**src/rtl/rglf_pkg.sv**
```systemverilog
package rglf_pkg;

    // Line store geometry
    localparam int MAX_WIDTH  = 1024;
    localparam int COL_W      = $clog2(MAX_WIDTH);
    localparam int MAX_HEIGHT = 4096;
    localparam int ROW_W      = $clog2(MAX_HEIGHT);

    // Configuration register widths
    localparam int WIDTH_W    = 11;
    localparam int HEIGHT_W   = 13;
    localparam int CFG_DATA_W = 13;

    localparam logic [WIDTH_W-1:0]  WIDTH_MIN    = WIDTH_W'(3);
    localparam logic [WIDTH_W-1:0]  WIDTH_MAX    = WIDTH_W'(MAX_WIDTH);
    localparam logic [WIDTH_W-1:0]  WIDTH_RESET  = WIDTH_W'(640);
    localparam logic [HEIGHT_W-1:0] HEIGHT_MIN   = HEIGHT_W'(3);
    localparam logic [HEIGHT_W-1:0] HEIGHT_MAX   = HEIGHT_W'(MAX_HEIGHT);
    localparam logic [HEIGHT_W-1:0] HEIGHT_RESET = HEIGHT_W'(480);

    // Pixel and luma arithmetic
    localparam int CHAN_W     = 8;
    localparam int GRAY_W     = 8;
    localparam int SUM_W      = 18;
    localparam int LUMA_R     = 299;
    localparam int LUMA_G     = 587;
    localparam int LUMA_B     = 114;
    localparam int LUMA_DIV   = 1000;
    // floor(2^24 / 1000): the estimate is at most one below the true quotient
    localparam int LUMA_SHIFT = 24;
    localparam int LUMA_RECIP = 16777;
    localparam int PROD_W     = SUM_W + 15;

    // Register indexes on the configuration port
    typedef enum logic [0:0] {
        REG_IMAGE_WIDTH  = 1'b0,
        REG_IMAGE_HEIGHT = 1'b1
    } cfg_reg_t;

    typedef struct packed {
        logic [CHAN_W-1:0] red;
        logic [CHAN_W-1:0] green;
        logic [CHAN_W-1:0] blue;
    } pixel_t;

    typedef struct packed {
        logic [GRAY_W-1:0] filtered;
        logic              frame_end;
    } result_t;

    // Position of the pixel about to be accepted
    typedef struct packed {
        logic [COL_W-1:0] col;
        logic [COL_W-1:0] next_col;
        logic             has_result;
        logic             interior;
        logic             frame_end;
    } scan_info_t;

endpackage

```
**src/rtl/rglf_luma.sv**
```systemverilog
module rglf_luma (
    input  logic [rglf_pkg::SUM_W-1:0]  sum,
    output logic [rglf_pkg::GRAY_W-1:0] gray
);

    logic [rglf_pkg::PROD_W-1:0] prod;
    logic [rglf_pkg::GRAY_W-1:0] q_est;
    logic [rglf_pkg::SUM_W-1:0]  back;
    logic [rglf_pkg::SUM_W-1:0]  rem;

    // Estimate the quotient by reciprocal multiply
    assign prod  = rglf_pkg::PROD_W'(sum) * rglf_pkg::PROD_W'(rglf_pkg::LUMA_RECIP);
    assign q_est = prod[rglf_pkg::LUMA_SHIFT +: rglf_pkg::GRAY_W];

    // Correct an estimate that falls one short
    assign back = rglf_pkg::SUM_W'(q_est) * rglf_pkg::SUM_W'(rglf_pkg::LUMA_DIV);
    assign rem  = sum - back;
    assign gray = (rem >= rglf_pkg::SUM_W'(rglf_pkg::LUMA_DIV)) ?
                  q_est + rglf_pkg::GRAY_W'(1) : q_est;

endmodule

```
**config.mk**
```make
export PLATFORM = sky130hd
export DESIGN_NAME = rglf_luma
export DESIGN_NICKNAME = d
export VERILOG_FILES = /design/src/rtl/rglf_pkg.sv /design/src/rtl/rglf_luma.sv
export SDC_FILE = /design/constraint.sdc
export NUM_CORES = 1
export LEC_CHECK = 0
export ABC_AREA = 1
export BUFFER_PORTS_ARGS = -buffer_cell sky130_fd_sc_hd__buf_2
export CELL_PAD_IN_SITES_DETAIL_PLACEMENT = 0
export CELL_PAD_IN_SITES_GLOBAL_PLACEMENT = 1
export CORE_MARGIN = 5
export CORE_UTILIZATION = 46
export DETAILED_ROUTE_END_ITERATION = 7
export PLACE_DENSITY = 0.82
export SYNTH_ARGS = -nofsm -noshare
export SYNTH_HDL_FRONTEND = slang
export SYNTH_SLANG_ARGS = --single-unit
```
**constraint.sdc**
```tcl
create_clock -name vclk -period 13.85
set_input_delay 2.77 -clock vclk [all_inputs]
set_output_delay 2.77 -clock vclk [all_outputs]
set_load 0.01 [all_outputs]
```
==> results of run 1 <==
[final timing paths]
kind	to	startpoint	slack [ns]	cells after the start
max	gray[5]	sum[9]	-0.18	47
min	gray[7]	sum[16]	6.50	9
[layer usage]
| layer | wire [um] | vias up | GRT usage |
|---|---|---|---|
| met1 | 7300 | 2471 | 0.291 |
| li1 | - | 2549 | - |
| met2 | 8420 | 89 | 0.412 |
| met3 | 498 | 32 | 0.0170 |
| met4 | 444 | 0 | 0.0594 |
| met5 | 0 | - | 0 |
[cell usage in the layout, fill, tap and decap left out, drive strengths merged]
cell type,instances
o2111ai,1
a221oi,1
a21oi,40
xnor2,9
nor3,5
a21o,4
ha,180
fa,54
o21a,3
nand2,132
buf,154
and3,1
nor2,34
a21boi,1
o21ai,15
and2,2
nand4,6
inv,127
a31oi,1
xor2,18
o21bai,3
nand3,34
nor4,1
nand3b,6
[stage by stage]
| stage | area (um2) | TNS [ns] | hold WS (ns) |
|---|---|---|---|
| after floorplan | 5570 | 0 | 6.03 |
| after global placement | 6710 | -5.49 | 6.50 |
| after detailed placement | 6710 | -7.55 | 6.51 |
| after CTS | 7650 | -0.200 | 6.50 |
| after global routing | 7930 | -3.88 | 6.57 |
| final | 7930 | -1.31 | 6.50 |
[critical path, delay by kind of cell]
family,cells,cell delay [ns]
buf+inv,7,0.64
simple gates,17,1.62
fa+ha+maj,14,4.93
compound gates,7,0.88
xor+xnor,2,0.41
[final cells by class]
| type | count | share of cell area |
|---|---|---|
| inverter | 127 | 0.0601 |
| multi-input combinational | 551 | 0.771 |
| tap | 147 | 0.0232 |
| timing repair buffer | 154 | 0.146 |
[repair_timing]
item | 4_1_cts | 5_1_grt
gates cloned | 2 | 0
endpoints found under the setup margin | 8 | 8
gates resized for setup | 146 | 34
setup buffers | 12 | 6
pin swaps | 100 | 49
[cell families (layout without fill, tap and decap cells)]
| kind of cell | after synthesis | in the layout | share of synthesized area |
|---|---|---|---|
| buffers and inverters | 127 | 281 | 0.0857 |
| adders and majority gates | 234 | 234 | 0.599 |
| xor gates and xnor gates | 27 | 27 | 0.0425 |
| and+or+nand+nor | 219 | 221 | 0.203 |
| AOI/OAI and AO/OA | 69 | 69 | 0.0699 |
==> impl_metrics.py, run 1 <==
metrics = {
    "status": {
        "status": "finished with violations",
        "violations": "setup timing",
    },
    "sta": {
        "worst_slack_ns": -0.179,
        "finalSetupViolations": 8,
        "min_period_ns": 14.03,
        "max_freq_mhz": 71.3,
        "rsz0062_at_grt": "true",
        "hold_violations": 0,
        "tightest_slew_ns": 0.378,
        "drv_slew": 0,
        "slew_headroom": 0.746,
        "fin_crit_sh": 1.01,
    },
    "global_routing": {
        "grt_max_degree": 9,
        "grt_overflow": 0,
        "grt_pass1_vias": 5613,
        "grt_pass1_wl_mm": 26.8,
        "grt_use_total": 0.228,
        "grt_antenna_before_repair": 0,
    },
    "route": {
        "first_pass_iters": 6,
        "drtAntennaViolNets": 0,
        "via_per_inst": 5.25,
        "drc_errors": 0,
        "dr_total_vias": 5141,
        "wirelength_mm": 16.7,
        "drt_iter0_drc": 188,
        "post_drt_wl_per_cell_um": 17.0,
    },
    "synthesis": {
        "yosys-top-cells-area": "ha_1 (40%), fa_1 (19%), inv_1 (8.3%), nand2_1 (7.1%), a21oi_1 (3.6%)",
        "yosysMostFrequentCell": "ha_1",
        "ys_top_cells_by_count": "ha_1 (180), inv_1 (123), nand2_1 (106), fa_1 (54), a21oi_1 (40)",
        "yosysSeqAreaShare": 0,
        "avgSynthCellArea_um2": 8.23,
        "synth.distinct_cells": 34,
        "syn_nets": 928,
        "yosysWarnings": 0,
        "synth_area_um2": 5570,
        "yosysTopAreaCell": "ha_1",
        "synth_top_area_share": 0.405,
        "postSynthCellCount": 676,
    },
    "setup_path": {
        "cp_common_cell": "ha_4",
        "slowest_stage": "fa_1",
        "critPathCaptureType": "primary output",
        "crit_required_ns": 11.08,
        "start_kind": "primary input",
        "crit_path_max_incr_delay_ns": 0.59,
        "path_max_fanout": 8,
        "cp.arrival_ns": 11.26,
        "critPathKind": "in -> out",
    },
    "place": {
        "port_buffers": 26,
        "placed_cells": 959,
        "gp_congestion": 0.890,
        "dp_slack_ns": -0.952,
        "dp_hpwl_mm": 12.8,
    },
    "floorplan": {
        "core_um2": 11900,
        "rows": 40,
        "dieWidth_um": 120,
        "initial_utilization": 0.467,
        "chipHeight_um": 120,
        "pin_count": 26,
        "dieArea_um2": 14400,
    },
    "layout": {
        "final-seq-area_um2": 0,
        "drive_gt1_frac": 0.403,
        "multi_input_area_um2": 6120,
        "clock_buffers": 0,
        "fin_nets": 1086,
        "finalNonFillerCells": 979,
        "syn_to_final_growth_pct": 42.5,
        "nFlopsAndLatches": 0,
        "post-route-util": 0.666,
        "antenna_cells": 0,
        "fillCellCount": 896,
    },
    "job": {
        "maxCapViolCount": 0,
    },
    "cts": {
        "cts_hold_buf": 0,
    },
    "worst_hold_path": {
        "hold_class": "in -> out",
    },
}
Power of run 1 is not shown: default switching activity piles up to over one toggle a cycle in this logic, so the estimate is an artifact.
==> run 2, diff against run 1 <==
--- a/config.mk
+++ b/config.mk
@@ -8,9 +8,9 @@
 export ABC_AREA = 1
 export BUFFER_PORTS_ARGS = -buffer_cell sky130_fd_sc_hd__buf_2
 export CELL_PAD_IN_SITES_DETAIL_PLACEMENT = 0
-export CELL_PAD_IN_SITES_GLOBAL_PLACEMENT = 1
+export CELL_PAD_IN_SITES_GLOBAL_PLACEMENT = 2
 export CORE_MARGIN = 5
-export CORE_UTILIZATION = 46
+export CORE_UTILIZATION = 37
 export DETAILED_ROUTE_END_ITERATION = 7
 export PLACE_DENSITY = 0.82
 export SYNTH_ARGS = -nofsm -noshare
==> impl_metrics.py, run 2 (same netlist as run 1, synthesis figures left out) <==
metrics = {
    "status": {
        "status": "finished with violations",
        "violations": "setup timing",
    },
    "layout": {
        "final_common_cell": "buf_4",
        "final-seq-area_um2": 0,
        "drive_gt1_frac": 0.412,
        "multi_input_area_um2": 6120,
        "fillCellCount": 1325,
        "post-route-util": 0.550,
        "fin_nets": 1092,
        "final_cell_mix": "buf_4 (134), ha_1 (119), inv_1 (107)",
        "nFlopsAndLatches": 0,
        "syn_to_final_growth_pct": 44.6,
        "antenna_cells": 0,
        "clock_buffers": 0,
    },
    "global_routing": {
        "grt_pass1_vias": 5433,
        "grt_antenna_before_repair": 0,
        "grt_overflow": 0,
        "grt_use_total": 0.184,
        "grt_max_degree": 9,
        "grt_pass1_wl_mm": 26.7,
    },
    "route": {
        "first_pass_iters": 4,
        "drt_iter0_drc": 182,
        "drt-met1-wl_mm": 7.54,
        "post_drt_wl_per_cell_um": 15.9,
        "dr_total_vias": 5026,
        "via_per_inst": 4.92,
        "drc_errors": 0,
        "wl_met3_um": 462,
        "dr_wl_met2_mm": 8.10,
        "wirelength_mm": 16.3,
        "drtAntennaViolNets": 0,
        "routed.top_layer": "met4",
    },
    "sta": {
        "max_freq_mhz": 71.5,
        "fin_crit_sh": 1.01,
        "drv_slew": 0,
        "hold_violations": 0,
        "tightest_slew_ns": 0.349,
        "min_period_ns": 13.98,
        "worst_slack_ns": -0.133,
        "slew_headroom": 0.768,
        "rsz0062_at_grt": "true",
        "finalSetupViolations": 8,
    },
    "setup_path": {
        "slowest_stage": "fa_1",
        "critPathCaptureType": "primary output",
        "path_max_fanout": 5,
        "crit_required_ns": 11.08,
        "crit_path_max_incr_delay_ns": 0.55,
        "path_buf_inv": 10,
        "cp_top_family": "adder cells",
        "cp_common_cell": "fa_1",
        "cp.arrival_ns": 11.21,
        "critPathKind": "in -> out",
        "start_kind": "primary input",
    },
    "place": {
        "port_buffers": 26,
        "gp_congestion": 0.886,
        "dp_hpwl_mm": 13.2,
    },
    "floorplan": {
        "dieArea_um2": 17600,
        "initial_utilization": 0.380,
        "pin_count": 26,
        "dieWidth_um": 133,
        "rows": 44,
        "chipHeight_um": 133,
        "core_um2": 14600,
    },
    "worst_hold_path": {
        "hold_class": "in -> out",
    },
    "cts": {
        "cts_hold_buf": 0,
    },
    "job": {
        "maxCapViolCount": 0,
    },
}
[run 2: changes by cell type in the layout (fill, tap and decap cells not counted), moves of 4 or more]
cell	previous run	this run
buf_6	7	3
nand3_1	23	18
ha_1	124	119
nand3_2	7	11
buf_4	130	134
ha_4	52	56
[run 2: through the flow]
step           TNS (ns)  cell area, um2  hold slack [ns]  instances  setup slack (ns)
5_1_grt           -3.83            8050             6.35       1022            -0.513
4_1_cts               0            7890             6.29       1018           0.00531
6_report         -0.847            8050             6.29       1022            -0.133
3_5_place_dp      -6.22            6840             6.37       1005            -0.824
2_1_floorplan         0            5570             6.03        676            0.0173
3_3_place_gp      -4.68            6840             6.35       1005            -0.636
[run 2: metal layers]
metal,vias to the layer above,global-route usage
met2,68,0.334
met4,0,0.0162
met1,2398,0.253
li1,2545,-
met3,15,0.00494
met5,-,0
[run 2: area by class of cell]
cell class | instances | area share
well taps | 184 | 0.0286
multi-input cells | 551 | 0.761
repair buffers | 160 | 0.151
inverters | 127 | 0.0595
[run 2: worst paths after layout]
check	startpoint	to	slack (ns)	depth (start not counted)
min	sum[16]	gray[7]	6.29	8
max	sum[12]	gray[6]	-0.13	46
[run 2: repair_timing]
| item | 4_1_cts | 5_1_grt |
|---|---|---|
| setup buffers | 14 | 4 |
| hold endpoints to repair | 0 | 0 |
| resized for setup | 149 | 26 |
| pin swaps | 117 | 21 |
| setup endpoints to repair | 8 | 8 |
| cloned | 2 | 0 |
Power of run 2 is left out for the same reason.
