===== config.mk =====
export PLATFORM = sky130hd
export DESIGN_NAME = rglf_scan
export DESIGN_NICKNAME = d
export VERILOG_FILES = /design/src/rtl/rglf_pkg.sv /design/src/rtl/rglf_scan.sv
export SDC_FILE = /design/constraint.sdc
export NUM_CORES = 1
export LEC_CHECK = 0
export BUFFER_PORTS_ARGS = -buffer_cell sky130_fd_sc_hd__buf_2
export CORE_ASPECT_RATIO = 1.75
export CORE_MARGIN = 2
export CORE_UTILIZATION = 60
export CTS_BUF_LIST = sky130_fd_sc_hd__clkbuf_4 sky130_fd_sc_hd__clkbuf_8 sky130_fd_sc_hd__clkbuf_16
export DETAILED_ROUTE_END_ITERATION = 10
export PLACE_DENSITY = 0.87
export RECOVER_POWER = 25
export SLEW_MARGIN = 20
export SYNTH_ARGS = -nofsm -noshare
export SYNTH_HDL_FRONTEND = slang
export SYNTH_SLANG_ARGS = --single-unit

===== constraint.sdc =====
create_clock -name clk -period 6.02 [get_ports clk]
set_input_delay 0.903 -clock clk [delete_from_list [all_inputs] [get_ports clk]]
set_output_delay 0.903 -clock clk [all_outputs]
set_load 0.05 [all_outputs]

===== src/rtl/rglf_pkg.sv =====
package rglf_pkg;

    // Line store geometry
    localparam int MAX_WIDTH  = 1024;
    localparam int COL_W      = $clog2(MAX_WIDTH);
    localparam int MAX_HEIGHT = 4096;
    localparam int ROW_W      = $clog2(MAX_HEIGHT);

    // Configuration register widths
    localparam int WIDTH_W    = 11;
    localparam int HEIGHT_W   = 13;
    localparam int CFG_DATA_W = 13;

    localparam logic [WIDTH_W-1:0]  WIDTH_MIN    = WIDTH_W'(3);
    localparam logic [WIDTH_W-1:0]  WIDTH_MAX    = WIDTH_W'(MAX_WIDTH);
    localparam logic [WIDTH_W-1:0]  WIDTH_RESET  = WIDTH_W'(640);
    localparam logic [HEIGHT_W-1:0] HEIGHT_MIN   = HEIGHT_W'(3);
    localparam logic [HEIGHT_W-1:0] HEIGHT_MAX   = HEIGHT_W'(MAX_HEIGHT);
    localparam logic [HEIGHT_W-1:0] HEIGHT_RESET = HEIGHT_W'(480);

    // Pixel and luma arithmetic
    localparam int CHAN_W     = 8;
    localparam int GRAY_W     = 8;
    localparam int SUM_W      = 18;
    localparam int LUMA_R     = 299;
    localparam int LUMA_G     = 587;
    localparam int LUMA_B     = 114;
    localparam int LUMA_DIV   = 1000;
    // floor(2^24 / 1000): the estimate is at most one below the true quotient
    localparam int LUMA_SHIFT = 24;
    localparam int LUMA_RECIP = 16777;
    localparam int PROD_W     = SUM_W + 15;

    // Register indexes on the configuration port
    typedef enum logic [0:0] {
        REG_IMAGE_WIDTH  = 1'b0,
        REG_IMAGE_HEIGHT = 1'b1
    } cfg_reg_t;

    typedef struct packed {
        logic [CHAN_W-1:0] red;
        logic [CHAN_W-1:0] green;
        logic [CHAN_W-1:0] blue;
    } pixel_t;

    typedef struct packed {
        logic [GRAY_W-1:0] filtered;
        logic              frame_end;
    } result_t;

    // Position of the pixel about to be accepted
    typedef struct packed {
        logic [COL_W-1:0] col;
        logic [COL_W-1:0] next_col;
        logic             has_result;
        logic             interior;
        logic             frame_end;
    } scan_info_t;

endpackage


===== src/rtl/rglf_scan.sv =====
module rglf_scan (
    input  logic                            clk,
    input  logic                            rst_n,
    input  logic                            advance,
    input  logic                            cfg_write,
    input  rglf_pkg::cfg_reg_t              cfg_index,
    input  logic [rglf_pkg::CFG_DATA_W-1:0] cfg_data,
    output rglf_pkg::scan_info_t            info
);

    logic [rglf_pkg::WIDTH_W-1:0]  width_reg;
    logic [rglf_pkg::HEIGHT_W-1:0] height_reg;
    logic [rglf_pkg::COL_W-1:0]    col_reg;
    logic [rglf_pkg::COL_W-1:0]    col_next;
    logic [rglf_pkg::ROW_W-1:0]    row_reg;
    logic [rglf_pkg::ROW_W-1:0]    row_next;
    logic [rglf_pkg::WIDTH_W-1:0]  width_eff;
    logic [rglf_pkg::HEIGHT_W-1:0] height_eff;
    logic                          row_end;
    logic                          last_row;
    logic                          row_inside;

    // Saturate the size registers
    always_comb
    begin
        if (width_reg < rglf_pkg::WIDTH_MIN)
            width_eff = rglf_pkg::WIDTH_MIN;
        else if (width_reg > rglf_pkg::WIDTH_MAX)
            width_eff = rglf_pkg::WIDTH_MAX;
        else
            width_eff = width_reg;

        if (height_reg < rglf_pkg::HEIGHT_MIN)
            height_eff = rglf_pkg::HEIGHT_MIN;
        else if (height_reg > rglf_pkg::HEIGHT_MAX)
            height_eff = rglf_pkg::HEIGHT_MAX;
        else
            height_eff = height_reg;
    end

    // Row and frame boundaries
    assign row_end    = rglf_pkg::WIDTH_W'(col_reg) >= (width_eff - rglf_pkg::WIDTH_W'(1));
    assign last_row   = rglf_pkg::HEIGHT_W'(row_reg) >= (height_eff - rglf_pkg::HEIGHT_W'(1));
    assign row_inside = rglf_pkg::HEIGHT_W'(row_reg) < height_eff;

    always_comb
    begin
        col_next = row_end ? '0 : col_reg + rglf_pkg::COL_W'(1);
        if (row_end)
            row_next = last_row ? '0 : row_reg + rglf_pkg::ROW_W'(1);
        else
            row_next = row_reg;
    end

    // Position info for the next request
    always_comb
    begin
        info.col        = col_reg;
        info.next_col   = col_next;
        info.has_result = (row_reg != '0);
        info.interior   = (row_reg >= rglf_pkg::ROW_W'(2)) && row_inside &&
                          (col_reg != '0) && !row_end;
        info.frame_end  = row_end && last_row;
    end

    // Hold the size registers
    always_ff @(posedge clk or negedge rst_n)
    begin
        if (!rst_n)
        begin
            width_reg  <= rglf_pkg::WIDTH_RESET;
            height_reg <= rglf_pkg::HEIGHT_RESET;
        end
        else if (cfg_write)
        begin
            case (cfg_index)
                rglf_pkg::REG_IMAGE_WIDTH:
                    width_reg <= cfg_data[rglf_pkg::WIDTH_W-1:0];
                rglf_pkg::REG_IMAGE_HEIGHT:
                    height_reg <= cfg_data[rglf_pkg::HEIGHT_W-1:0];
                default:
                    width_reg <= width_reg;
            endcase
        end
    end

    // Advance the raster counters
    always_ff @(posedge clk or negedge rst_n)
    begin
        if (!rst_n)
        begin
            col_reg <= '0;
            row_reg <= '0;
        end
        else if (advance)
        begin
            col_reg <= col_next;
            row_reg <= row_next;
        end
    end

endmodule


==> results.json, run 1 <==
{
  "outcome": "finished, violations left",
  "failed_checks": "max-capacitance violations, max-slew violations",
  "synth_cell_types": 55,
  "avgViaCountPerCell": 6.47,
  "grtUsageTotal": 0.282,
  "clk_pin_slew_ns": 0.09,
  "hp-start": "row_reg[0]",
  "dieWidth_microns": 63.7,
  "antenna_left": 0,
  "io_pins": 41,
  "chipHeight_microns": 108,
  "cts_num_sinks": 46,
  "clock_skew_ns": 0.00815,
  "r2r-start": "width_reg[5]",
  "grt_pass1_wl_microns": 15100,
  "synth_top_area_share": 0.268,
  "drc": 0,
  "power.leakage_nw": 1.82,
  "yosys-top-cells-area": "dfrtp_1 27%, ha_1 14%, mux2_2 7.2%",
  "peakVddDrop_mv": 0.398,
  "wl_microns": 9300,
  "wl_met3_microns": 363,
  "p_comb_frac": 0.538,
  "synthesis.area_sq_um": 3740,
  "p_int_uw": 735,
  "design_area_sq_um": 4080,
  "holdWs_ns": 0.591,
  "finalHoldViolations": 0,
  "syn-num-nets": 475,
  "synth_top_flop_cell": "dfrtp_1",
  "ys_warn_count": 0,
  "largest_reg_flops": 13,
  "row_count": 38,
  "wl_met2_microns": 5030,
  "vias": 3446,
  "crit_required_ns": 5.12,
  "cts_setup_buffers": 0,
  "htree_num_levels": 2,
  "antenna_found_initial": 0,
  "numCtsBuffers": 5,
  "dpl_cell_area_sq_um": 3980,
  "grt_setup_unrepaired": "no",
  "switching_power_uw": 738,
  "cts_buffer_depth": 2,
  "drv_cap": 1,
  "synth_edf_count": 0,
  "ys_ff_latch": 46,
  "worstSetupStartpoint": "height_reg[9]",
  "p_sw_frac": 0.501,
  "hold_class": "reg2reg",
  "ys_seq_area_frac": 0.310,
  "port_buffers": 40,
  "setup_viol": 0,
  "final_common_cell": "nor2_1",
  "wl_met1_microns": 3300,
  "place_congestion": 0.990,
  "critPathKind": "reg2out",
  "min_delay_path_depth": 1,
  "final_nets": 511,
  "insertion_delay_ns": 0.31,
  "area_delta_synth_final_pct": 9.17,
  "fin_crit_ns": 5.49,
  "avgSynthCellArea_sq_um": 8.98,
  "stdcell_count": 533,
  "p_per_area_nw_per_um2": 361,
  "clkPwrFrac": 0.137,
  "first_pass_iters": 5,
  "mostFrequentLayoutCells": "47 x nor2_1, 41 x ha_1, 40 x dfrtp_1",
  "regToRegSetupSlack_ns": 1.41,
  "power_mw": 1.47,
  "cts-root-buf": "clkbuf_8",
  "diodes": 0,
  "dieArea_sq_um": 6900,
  "critical_path.max_fanout": 9,
  "final_max_slew_viol_count": 47,
  "drt-initial-drc-count": 178,
  "start_kind": "flop",
  "grt_pass1_vias": 3363,
  "cts_tree": "done",
  "grt.overflow.total": 0,
  "p_seq_frac": 0.324,
  "dpl.cell_count": 525,
  "start_util": 0.609,
  "syn_inst": 416,
  "dp_hpwl_microns": 7230,
  "synthArstFlopShare": 1.00,
  "wire_per_inst_microns": 17.4,
  "setup_tns_ns": 0,
  "worstPathArrival_ns": 4.59,
  "reg2reg_depth": 14,
  "slew_headroom": -0.645,
  "fin_crit_sh": 0.913,
  "worst_pin_slew_ns": 2.47,
  "top_layer": "met4",
  "end_kind": "primary output",
  "yosysTopAreaCell": "dfrtp_1",
  "holdPathEnd": "row_reg[0]",
  "r2r_end": "row_reg[5]",
  "core_area_sq_um": 6130,
  "grt_max_degree": 47,
  "drive_gt1_frac": 0.194,
  "max_freq_ghz": 0.182
}
-- what timing repair did --
item                       4_1_cts  5_1_grt
hold buffers                     0        0
setup endpoints to repair        0        1
gates resized for setup          0        3
hold endpoints to repair         0        0
-- power groups by stage --
stage	registers (mW)	clock network (mW)	logic (mW)
after floorplan	0.510	0	0.571
after global placement	0.477	0	0.761
after detailed placement	0.481	0	0.787
after CTS	0.475	0.206	0.790
after global routing	0.489	0.219	0.868
final	0.478	0.202	0.792
-- layer usage --
metal  vias to the layer above  GRT usage
met5                         -          0
met4                         0      0.222
met3                        46     0.0395
met2                       110      0.522
met1                      1663      0.273
li1                       1627          -
-- area by class of cell --
cell class                 instances  area [sq um]
timing repair buffer              40           199
tap                               80           100
fill                             489          2050
multi-input combinational        348          2490
inverter                          11          41.3
sequential                        46          1160
clock buffer                       8          91.3
-- per-stage QoR --
step / setup WS, ns / util
4_1_cts: 0.269 / 0.664
3_3_place_gp: 0.793 / 0.649
5_1_grt: 0.0970 / 0.665
3_5_place_dp: 0.622 / 0.649
6_report: 0.526 / 0.665
2_1_floorplan: 0.804 / -
-- cell families (layout without fill, tap and decap cells) --
kind of cell / count (synthesis) / count (layout) / share of synthesized area
and+or+nand+nor: 163 / 163 / 0.218
AOI/OAI and AO/OA: 106 / 106 / 0.202
DFF: 46 / 46 / 0.310
adders and majority gates: 41 / 41 / 0.137
muxes: 25 / 25 / 0.0750
buffers and inverters: 22 / 59 / 0.0268
xor gates and xnor gates: 13 / 13 / 0.0305
-- worst max-delay path by stage --
stage	cells past startpoint	slack [ns]	to
after detailed placement	16	0.62	info[0]
final	16	0.53	info[0]
after global routing	15	0.1	info[0]
after global placement	16	0.79	info[0]
after floorplan	14	0.80	info[1]
after CTS	16	0.27	info[0]
-- critical path: stages, from the launching register on --
cell     delay (ns)
dfrtp_1        0.44
or4_4          0.57
nor3_1         0.37
o21ai_0        0.23
ha_1           0.32
o21ai_1        0.34
nand2_1        0.14
o21ai_0        0.11
a21oi_1        0.10
ha_1           0.33
o21a_1         0.13
o21ai_0        0.09
a21oi_2        0.32
a21oi_2        0.15
nor2_1         0.25
and2_1         0.15
buf_2          0.25
-- cells in the mapped netlist, types with 3 or more instances --
master,instances
nor2_1,47
ha_1,41
dfrtp_1,40
nand2_1,33
mux2_2,24
o21ai_0,23
nor2b_1,14
nor3_1,14
a21oi_1,12
xnor2_1,12
inv_1,11
nand3_1,10
a211oi_1,9
and3_1,9
nor4_1,9
o31ai_1,9
nand2b_1,7
a22o_1,6
clkbuf_1,6
dfstp_2,6
o21a_1,6
a31oi_1,5
nand4_1,5
o211ai_1,5
or3_1,5
o2111ai_1,4
o21bai_1,4
and2_1,3
o22ai_1,3
(Power assumes the default switching activity.)
==> run 2: changes to the inputs <==
--- a/config.mk
+++ b/config.mk
@@ -5,11 +5,12 @@
 export SDC_FILE = /design/constraint.sdc
 export NUM_CORES = 1
 export LEC_CHECK = 0
+export ABC_AREA = 1
 export BUFFER_PORTS_ARGS = -buffer_cell sky130_fd_sc_hd__buf_2
 export CORE_ASPECT_RATIO = 1.75
 export CORE_MARGIN = 2
 export CORE_UTILIZATION = 60
-export CTS_BUF_LIST = sky130_fd_sc_hd__clkbuf_4 sky130_fd_sc_hd__clkbuf_8 sky130_fd_sc_hd__clkbuf_16
+export CTS_BUF_LIST = sky130_fd_sc_hd__clkbuf_4
 export DETAILED_ROUTE_END_ITERATION = 10
 export PLACE_DENSITY = 0.87
 export RECOVER_POWER = 25
==> results.json, run 2 <==
{
  "drc": 0,
  "numCtsBuffers": 5,
  "avgViaCountPerCell": 5.47,
  "insertion_delay_ns": 0.37,
  "avgSynthCellArea_sq_um": 7.41,
  "crit_chain": "nor2_1, nand2_1, nor2_2, nand2_2, nand2_4, a21oi_1, ha_1, nand2_4, nor2_2, xor2_1, ha_1, nand2_1, inv_1, nand3_1, o21ai_0, nor2_1, nand2_1, nand2_1, nand2_1, nand2_1, nand2_1, nand2_2, nor2_1, buf_2",
  "grt.overflow.total": 0,
  "ys_warn_count": 0,
  "crit_required_ns": 5.12,
  "path_depth": 24,
  "worstPathArrival_ns": 4.04,
  "synth_edf_count": 0,
  "area_delta_synth_final_pct": 8.60,
  "cts_num_sinks": 46,
  "synthesis.area_sq_um": 3850,
  "worst_pin_slew_ns": 2.44,
  "synth_cell_types": 40,
  "cts_setup_buffers": 0,
  "dp_slack_ns": 1.48,
  "vias": 3482,
  "wl_microns": 8300,
  "reg2reg_depth": 24,
  "cts_resized": 0,
  "synth_top_flop_cell": "dfrtp_1",
  "post-synth-top-count-cell": "nand2_1",
  "failed_checks": "max-capacitance violations, max-slew violations",
  "final_common_cell": "nand2_1",
  "port_buffers": 40,
  "grt_pass1_wl_microns": 13900,
  "worstSetupEndpoint": "info[0]",
  "outcome": "finished, violations left",
  "cts_tree": "done",
  "place_congestion": 1.03,
  "chipHeight_microns": 110,
  "regToRegSetupSlack_ns": 2.39,
  "final_nets": 614,
  "r2r_end": "row_reg[1]",
  "drv_cap": 1,
  "worstSetupStartpoint": "height_reg[7]",
  "cts_buffer_depth": 2,
  "holdWs_ns": 0.509,
  "ys_ff_latch": 46,
  "ys_seq_area_frac": 0.301,
  "dieArea_sq_um": 7110,
  "synth_common_cells": "126 x nand2_1, 76 x inv_1, 41 x ha_1",
  "start_kind": "flop",
  "fin_util": 0.672,
  "synthArstFlopShare": 1.00,
  "wire_per_inst_microns": 13.0,
  "syn-num-nets": 579,
  "fin_ws_ns": 1.08,
  "clk_pin_slew_ns": 0.13,
  "stdcell_count": 636,
  "start_util": 0.619,
  "drive_gt1_frac": 0.160,
  "max_freq_ghz": 0.202,
  "grtUsageTotal": 0.250,
  "antenna_left": 0,
  "end_kind": "primary output",
  "mostFrequentLayoutCells": "126 x nand2_1, 76 x inv_1, 41 x ha_1",
  "fin_crit_sh": 0.821,
  "io_pins": 41,
  "dieWidth_microns": 64.6,
  "cts_hold_buf": 0,
  "setup_tns_ns": 0,
  "critPathMaxStageDelay_ns": 0.60,
  "dp_hpwl_microns": 6700,
  "htree_num_levels": 2,
  "p_per_area_nw_per_um2": 360,
  "syn_inst": 520,
  "cp_num_buf_inv": 2,
  "yosysTopAreaCell": "dfrtp_1",
  "cp_common_cell": "nand2_1",
  "core_area_sq_um": 6230,
  "cts-root-buf": "clkbuf_4",
  "antenna_found_initial": 0,
  "largest_reg_flops": 13,
  "critical_path.max_fanout": 15,
  "slowest_stage": "dfstp_2",
  "grt_setup_unrepaired": "no",
  "hold_class": "reg2reg",
  "final_max_slew_viol_count": 47,
  "synth_top_area_share": 0.260,
  "crit_family": "simple AND/OR/NAND/NOR gates",
  "setup_viol": 0,
  "peakVddDrop_mv": 0.445,
  "power.leakage_nw": 2.30,
  "critPathKind": "reg2out",
  "row_count": 38,
  "dpl.cell_count": 628,
  "grt_pass1_vias": 3220,
  "clock_skew_ns": 0.0150,
  "slew_headroom": -0.625,
  "drt-initial-drc-count": 167,
  "finalHoldViolations": 0,
  "yosys-top-cells-area": "dfrtp_1 26%, ha_1 13%, nand2_1 12%",
  "diodes": 0,
  "first_pass_iters": 4,
  "grt_max_degree": 47,
  "r2r-start": "height_reg[7]",
  "fin_crit_ns": 4.94
}
-- run 2: power by group --
group	total [mW]	internal, mW	switching [mW]
logic	0.827	0.252	0.575
clock network	0.229	0.128	0.101
registers	0.453	0.365	0.0883
total	1.51	0.744	0.764
-- run 2: per-stage QoR --
| step | total power [mW] | instance area (sq um) |
|---|---|---|
| after floorplan | 1.10 | 3850 |
| after global placement | 1.26 | 4090 |
| after detailed placement | 1.29 | 4090 |
| after CTS | 1.52 | 4190 |
| after global routing | 1.62 | 4190 |
| final | 1.51 | 4190 |
-- run 2: how the worst min path moves through the flow --
stage / startpoint / to / cells past startpoint
2_1_floorplan: height_reg[1] / height_reg[1] / 2
3_3_place_gp: height_reg[1] / height_reg[1] / 2
3_5_place_dp: width_reg[1] / width_reg[1] / 2
4_1_cts: width_reg[1] / width_reg[1] / 2
5_1_grt: height_reg[1] / height_reg[1] / 2
6_report: width_reg[1] / width_reg[1] / 2
-- run 2: cell families (layout without fill, tap and decap cells) --
kind of cell | count (synthesis) | in the layout | synth area share
buffers and inverters | 89 | 125 | 0.0928
AO/OA/AOI/OAI | 88 | 88 | 0.135
XOR/XNOR | 31 | 31 | 0.0704
AND/OR/NAND/NOR | 224 | 224 | 0.265
multiplexers | 1 | 1 | 0.00292
adder cells (fa/ha/maj) | 41 | 41 | 0.133
flip-flops | 46 | 46 | 0.301
-- run 2: worst register-to-register path: stages, from the launching register on --
cell     delay [ns]
dfstp_2        0.60
nor2_1         0.05
nand2_1        0.09
nor2_2         0.06
nand2_2        0.07
nand2_4        0.11
a21oi_1        0.38
ha_1           0.32
nand2_4        0.09
nor2_2         0.18
xor2_1         0.17
ha_1           0.28
nand2_1        0.10
a21oi_1        0.04
nor2_1         0.07
o21ai_0        0.08
nor2_1         0.08
nand2_1        0.07
nand2_1        0.07
nand2_1        0.04
nand2_1        0.05
nand2_1        0.05
nand2_2        0.27
nand2_1        0.08
o21ai_0        0.16
-- run 2: metal layers --
layer	share of wire	global-route usage
met1	0.37	0.256
met2	0.56	0.484
met3	0.027	0.0284
met4	0.042	0.138
met5	0	0
-- run 2: area by class of cell --
class                      count  area, sq um
clock inverter                 3         63.8
inverter                      77          289
timing repair buffer          40          199
multi-input combinational    385         2340
fill                         549         2040
sequential                    46         1160
tap                           80          100
clock buffer                   5         37.5
